`config.mk`:
```
export PLATFORM = sky130hd
export DESIGN_NAME = erf_recip
export DESIGN_NICKNAME = d
export VERILOG_FILES = /design/src/hdl/assert_macros.svh /design/src/hdl/erf_pkg.sv /design/src/hdl/erf_recip.sv
export SDC_FILE = /design/constraint.sdc
export NUM_CORES = 2
export LEC_CHECK = 0
export BUFFER_PORTS_ARGS = -buffer_cell sky130_fd_sc_hd__buf_2
export CORE_MARGIN = 3
export CORE_UTILIZATION = 64
export CTS_CLUSTER_SIZE = 24
export DETAILED_ROUTE_END_ITERATION = 7
export PLACE_DENSITY = 0.8
export SLEW_MARGIN = 10
export SYNTH_ARGS = -nofsm -noshare
export SYNTH_HDL_FRONTEND = slang
export SYNTH_SLANG_ARGS = --single-unit
export TNS_END_PERCENT = 20
```
`constraint.sdc`:
```
create_clock -name clk -period 4 [get_ports clk]
set_clock_uncertainty 0.15 [all_clocks]
set_input_delay 0.6 -clock clk [delete_from_list [all_inputs] [get_ports clk]]
set_output_delay 0.6 -clock clk [all_outputs]
set_load 0.01 [all_outputs]
```
`src/hdl/assert_macros.svh`:
```
// shared assertion macros, clocked on clk and disabled while rst_n is low
`ifndef ASSERT_MACROS_SVH
`define ASSERT_MACROS_SVH
`ifndef SYNTHESIS
`define ERF_ASSERT_IMPL(lbl, ante, cons) \
  lbl: assert property (@(posedge clk) disable iff (!rst_n) (ante) |-> (cons)) \
    else $error("erf assertion failed");
`define ERF_ASSERT_DELAY(lbl, ante, dly, cons) \
  lbl: assert property (@(posedge clk) disable iff (!rst_n) (ante) |-> ##dly (cons)) \
    else $error("erf latency assertion failed");
`else
`define ERF_ASSERT_IMPL(lbl, ante, cons)
`define ERF_ASSERT_DELAY(lbl, ante, dly, cons)
`endif
`endif

```
`src/hdl/erf_pkg.sv`:
```
`default_nettype none
package erf_pkg;

  localparam logic [30:0] Q30_ONE = 31'h4000_0000;
  localparam logic [28:0] P_Q30 = 29'd351748265;
  localparam logic signed [33:0] A1_Q30 = 34'sd273621191;
  localparam logic signed [33:0] A2_Q30 = -34'sd305476044;
  localparam logic signed [33:0] A3_Q30 = 34'sd1526231383;
  localparam logic signed [33:0] A4_Q30 = -34'sd1560310108;
  localparam logic signed [33:0] A5_Q30 = 34'sd1139675401;
  localparam logic [30:0] LOG2E_Q30 = 31'd1549082005;
  localparam logic [29:0] LN2_Q30 = 30'd744261118;
  localparam int EXP_TERMS = 12;
  localparam int RECIP_STEPS = 31;

  typedef struct packed {
    logic vld;
    logic neg;
  } ctl_t;

  // coefficient added after each horner multiply, none after the last
  function automatic logic signed [33:0] horner_coef(input logic [2:0] step);
    logic signed [33:0] c;
    case (step)
      3'd0: c = A4_Q30;
      3'd1: c = A3_Q30;
      3'd2: c = A2_Q30;
      3'd3: c = A1_Q30;
      default: c = '0;
    endcase
    return c;
  endfunction

endpackage
`default_nettype wire

```
`src/hdl/erf_recip.sv`:
```
`default_nettype none
module erf_recip (
  input  logic        clk,
  input  logic [31:0] d_in,
  output logic [30:0] t_out
);

  // restoring division of 2^60 + d/2 by d, one quotient bit per stage
  logic [31:0] rem_r [0:erf_pkg::RECIP_STEPS-1];
  logic [31:0] dv_r  [0:erf_pkg::RECIP_STEPS-1];
  logic [30:0] nl_r  [0:erf_pkg::RECIP_STEPS-1];
  logic [30:0] q_r   [0:erf_pkg::RECIP_STEPS-1];

  genvar j;
  generate
    for (j = 0; j < erf_pkg::RECIP_STEPS; j++) begin : g_step
      localparam int Bit = erf_pkg::RECIP_STEPS - 1 - j;
      logic [31:0] rin, din, rem_nxt;
      logic [30:0] nlin, qin, q_nxt;
      logic [32:0] trial;
      logic        ge;

      if (j == 0) begin : g_first
        // high part of the numerator is 2^29, always below d
        assign rin  = 32'h2000_0000;
        assign din  = d_in;
        assign nlin = d_in[31:1];
        assign qin  = '0;
      end else begin : g_next
        assign rin  = rem_r[j-1];
        assign din  = dv_r[j-1];
        assign nlin = nl_r[j-1];
        assign qin  = q_r[j-1];
      end

      always_comb begin
        trial = {rin, nlin[Bit]};
        ge = trial >= {1'b0, din};
        rem_nxt = ge ? 32'(trial - {1'b0, din}) : trial[31:0];
        q_nxt = qin;
        q_nxt[Bit] = ge;
      end

      always_ff @(posedge clk) begin
        rem_r[j] <= rem_nxt;
        dv_r[j]  <= din;
        nl_r[j]  <= nlin;
        q_r[j]   <= q_nxt;
      end
    end
  endgenerate

  assign t_out = q_r[erf_pkg::RECIP_STEPS-1];

endmodule
`default_nettype wire

```
==> flow_summary.ini <==
[hold_path]
hp-class = flop to flop

[yosys]
ys_warn_count = 0
async_flop_share_pct = 0
yosysMostFrequentCell = dfxtp_1
ys_types = 90
yosysTopAreaCell = dfxtp_1
synthXorXnorAreaFrac_pct = 6.49
synth-simple-area-share_pct = 11.3
synth_top_family_by_area = compound AO/OA/AOI/OAI gates
synth_edf_count = 0
synth_commonest_cells = dfxtp_1, inv_1, a21oi_1, ha_1, nand2_1
syn_avg_cell_area_sq_um = 9.18
synth_ff_type = dfxtp_1
yosys_register_bits = 2416
yosys-top-cells-area = dfxtp_1, ha_1, a21oi_1
synth-compound-area-share_pct = 18.7
syn_inst = 11861
yosys.area_share.adder_pct = 11.6
yosysSeqAreaShare_pct = 44.4
synth_area_sq_um = 109000
syn_nets = 12885
yosys.area.top_type_share_pct = 44.4
synth.area.mux_share_pct = 2.34

[global_route]
grt_pass1_wl_um = 439000
globalRouteOverflowTotal = 0
grt_use_total_pct = 31.1
grt_pass1_vias = 82599
antenna_found_initial = 6
grt_max_degree = 62

[placed_design]
gp_congestion = 0.960
placed_cells = 13978
dpl.hpwl_um = 214000
io_buffers = 63

[setup_path]
critical_path.slowest_cell = dfxtp_1
cp-endpoint = rem_r[1][63]$_DFF_P_
critical_path.max_stage_delay_ns = 0.51
critical_path_class = flop to flop
cp-startpoint = nl_r[16][5]$_DFF_P_
crit_chain = inv_1, ha_1, and3_1, nand3_1, o21bai_1, a31o_2, a31o_2, o21ai_0, buf_4, a31o_2, a21oi_1, o21ai_4, buf_12, mux2_2
rr_startpoint = nl_r[16][5]$_DFF_P_
r2r_cells = 14
cp.required_ns = 4.57
critPathArrivalTime_ns = 4.46
crit_fanout = 46
start_kind = flop
path_common_cell = a31o_2
endpoint_kind = flop
crit_family = compound AO/OA/AOI/OAI gates
crit_cells = 14
r2r-end = rem_r[1][63]$_DFF_P_
crit_buf_inv = 3
reg2reg_slack_ns = 0.11

[route]
wl_per_cell_um = 19.3
drt-total-wl_um = 279000
ant_nets = 0
via_per_inst = 5.83
drc = 0
drt-pass1-iter-count = 6
vias = 84161
drtIter0Drc = 6555

[floorplan]
std_cell_rows = 150
fp.dieArea_sq_um = 175000
initial_utilization_pct = 64.7
die_h_um = 418
core_sq_um = 168000
die_x_um = 418
io_pins = 64

[clocking]
cts_tree = yes
numCtsBuffers = 228
cts.clk_slew.worst_paths_ns = 0.07
clock-sinks = 2416
cts_buffer_depth = 3
root_buffer = clkbuf_16
clock_latency_ns = 0.89
htree_levels = 4

[sta]
period_minus_slack_ns = 3.89
fmax_mhz = 257
rsz0062_at_grt = true
hold-worst-slack_ns = 0.167
drv_slew = 0
period_share_pct = 97.1
setup_violations = 0
worstMarginPinSlew_ns = 0.789
hold_viol = 0
slew_headroom_pct = 46.9

[pwr]
p_leak_nw = 56.7
vdd.ir_drop.worst_mv = 0.625
power_density_nw_per_um2 = 974

[layout]
drive_above_1_share_pct = 7.82
syn2layout_area_growth_pct = 11.4
nets = 13066
final_cell_count_no_fill = 14443

[flow_run]
drv_cap = 0

[outcome]
status = complete, no violations
[flip-flops by register name, summed over array words and instances, names as in the netlist]
| register | flops |
|---|---|
| nl_r | 926 |
| rem_r | 960 |
| dv_r | 34 |
| q_r | 496 |
[cell families (layout without fill, tap and decap cells)]
family                   Yosys count  after routing
AND/OR/NAND/NOR                 2637           2637
multiplexers                     229            229
adder cells (fa/ha/maj)          991            991
flip-flops                      2416           2416
buffers and inverters           1485           1862
XOR/XNOR                         806            806
other                              0              1
AO/OA/AOI/OAI                   3297           3297
[per-stage QoR]
step                      setup TNS, ns  total power, mW  area, sq um  worst slack (ns)  util [%]
after global routing            -0.0369              126       121000           -0.0185      72.1
after CTS                             0              117       121000            0.0484      72.0
after detailed placement              0             93.7       112000             0.131      66.9
after global placement                0             92.5       112000             0.183      66.9
after floorplan                       0             77.9       109000             0.410         -
final                                 0              118       121000             0.114      72.1
[cell type report]
cell class / instances / area, sq um
sequential: 2416 / 48400
multi-input combinational: 7960 / 55200
clock buffer: 285 / 6240
timing repair buffer: 267 / 2340
fill: 12530 / 46900
inverter: 1169 / 4390
antenna: 1 / 2.50
tap: 2204 / 2760
clock inverter: 141 / 2010
[power breakdown]
| group | leakage [nW] | switching (mW) | internal [mW] | total (mW) |
|---|---|---|---|---|
| clock | 3.96 | 9.80 | 13.2 | 23.0 |
| sequential | 20.4 | 5.29 | 32.3 | 37.6 |
| combinational | 32.4 | 32.4 | 25.1 | 57.5 |
[layer usage]
metal  up-vias  GRT usage [%]  wire length (um)
met5         -              0                55
met4         8           12.2             11300
met3       707           4.44             15300
met2      2624           55.0            137000
met1     39469           37.9            115000
li1      41353              -                 -
[worst reg2reg max path: cells and delay by family (launching register included)]
| family | cells | cell delay (ns) |
|---|---|---|
| DFF | 1 | 0.51 |
| buffers and inverters | 3 | 0.52 |
| and+or+nand+nor | 2 | 0.35 |
| AOI/OAI and AO/OA | 7 | 1.40 |
| adders and majority gates | 1 | 0.38 |
| muxes | 1 | 0.39 |
[placed cells by master (no fill, tap or decap), types with 228 or more instances in the layout]
| master | netlist | layout |
|---|---|---|
| xor2_1 | 359 | 359 |
| a21o_1 | 502 | 502 |
| inv_1 | 1169 | 1169 |
| xnor2_1 | 447 | 447 |
| a21oi_1 | 1052 | 1050 |
| nor2_1 | 668 | 668 |
| dfxtp_1 | 2416 | 2414 |
| ha_1 | 962 | 962 |
| clkbuf_16 | 0 | 228 |
| nand2_1 | 901 | 901 |
| o21ai_0 | 811 | 807 |
[worst min path at each step]
| stage | slack [ns] | end | cells past startpoint | from |
|---|---|---|---|---|
| final | 0.17 | q_r[0][181]$_DFF_P_ | 0 | q_r[0][150]$_DFF_P_ |
| after global routing | 0.16 | q_r[0][181]$_DFF_P_ | 0 | q_r[0][150]$_DFF_P_ |
| after CTS | 0.16 | q_r[0][216]$_DFF_P_ | 0 | q_r[0][185]$_DFF_P_ |
| after detailed placement | 0.16 | q_r[1][238]$_DFF_P_ | 0 | q_r[1][207]$_DFF_P_ |
| after global placement | 0.16 | q_r[1][353]$_DFF_P_ | 0 | q_r[1][322]$_DFF_P_ |
| after floorplan | 0.16 | q_r[0][121]$_DFF_P_ | 0 | q_r[0][90]$_DFF_P_ |
[timing repair]
action                                 4_1_cts  5_1_grt
hold buffers                                32        0
setup endpoints to repair                    0      206
buffers inserted                             0        6
gates resized for setup                      0       31
endpoints found under the hold margin       63        0
Power figures use the tool's default switching activity.
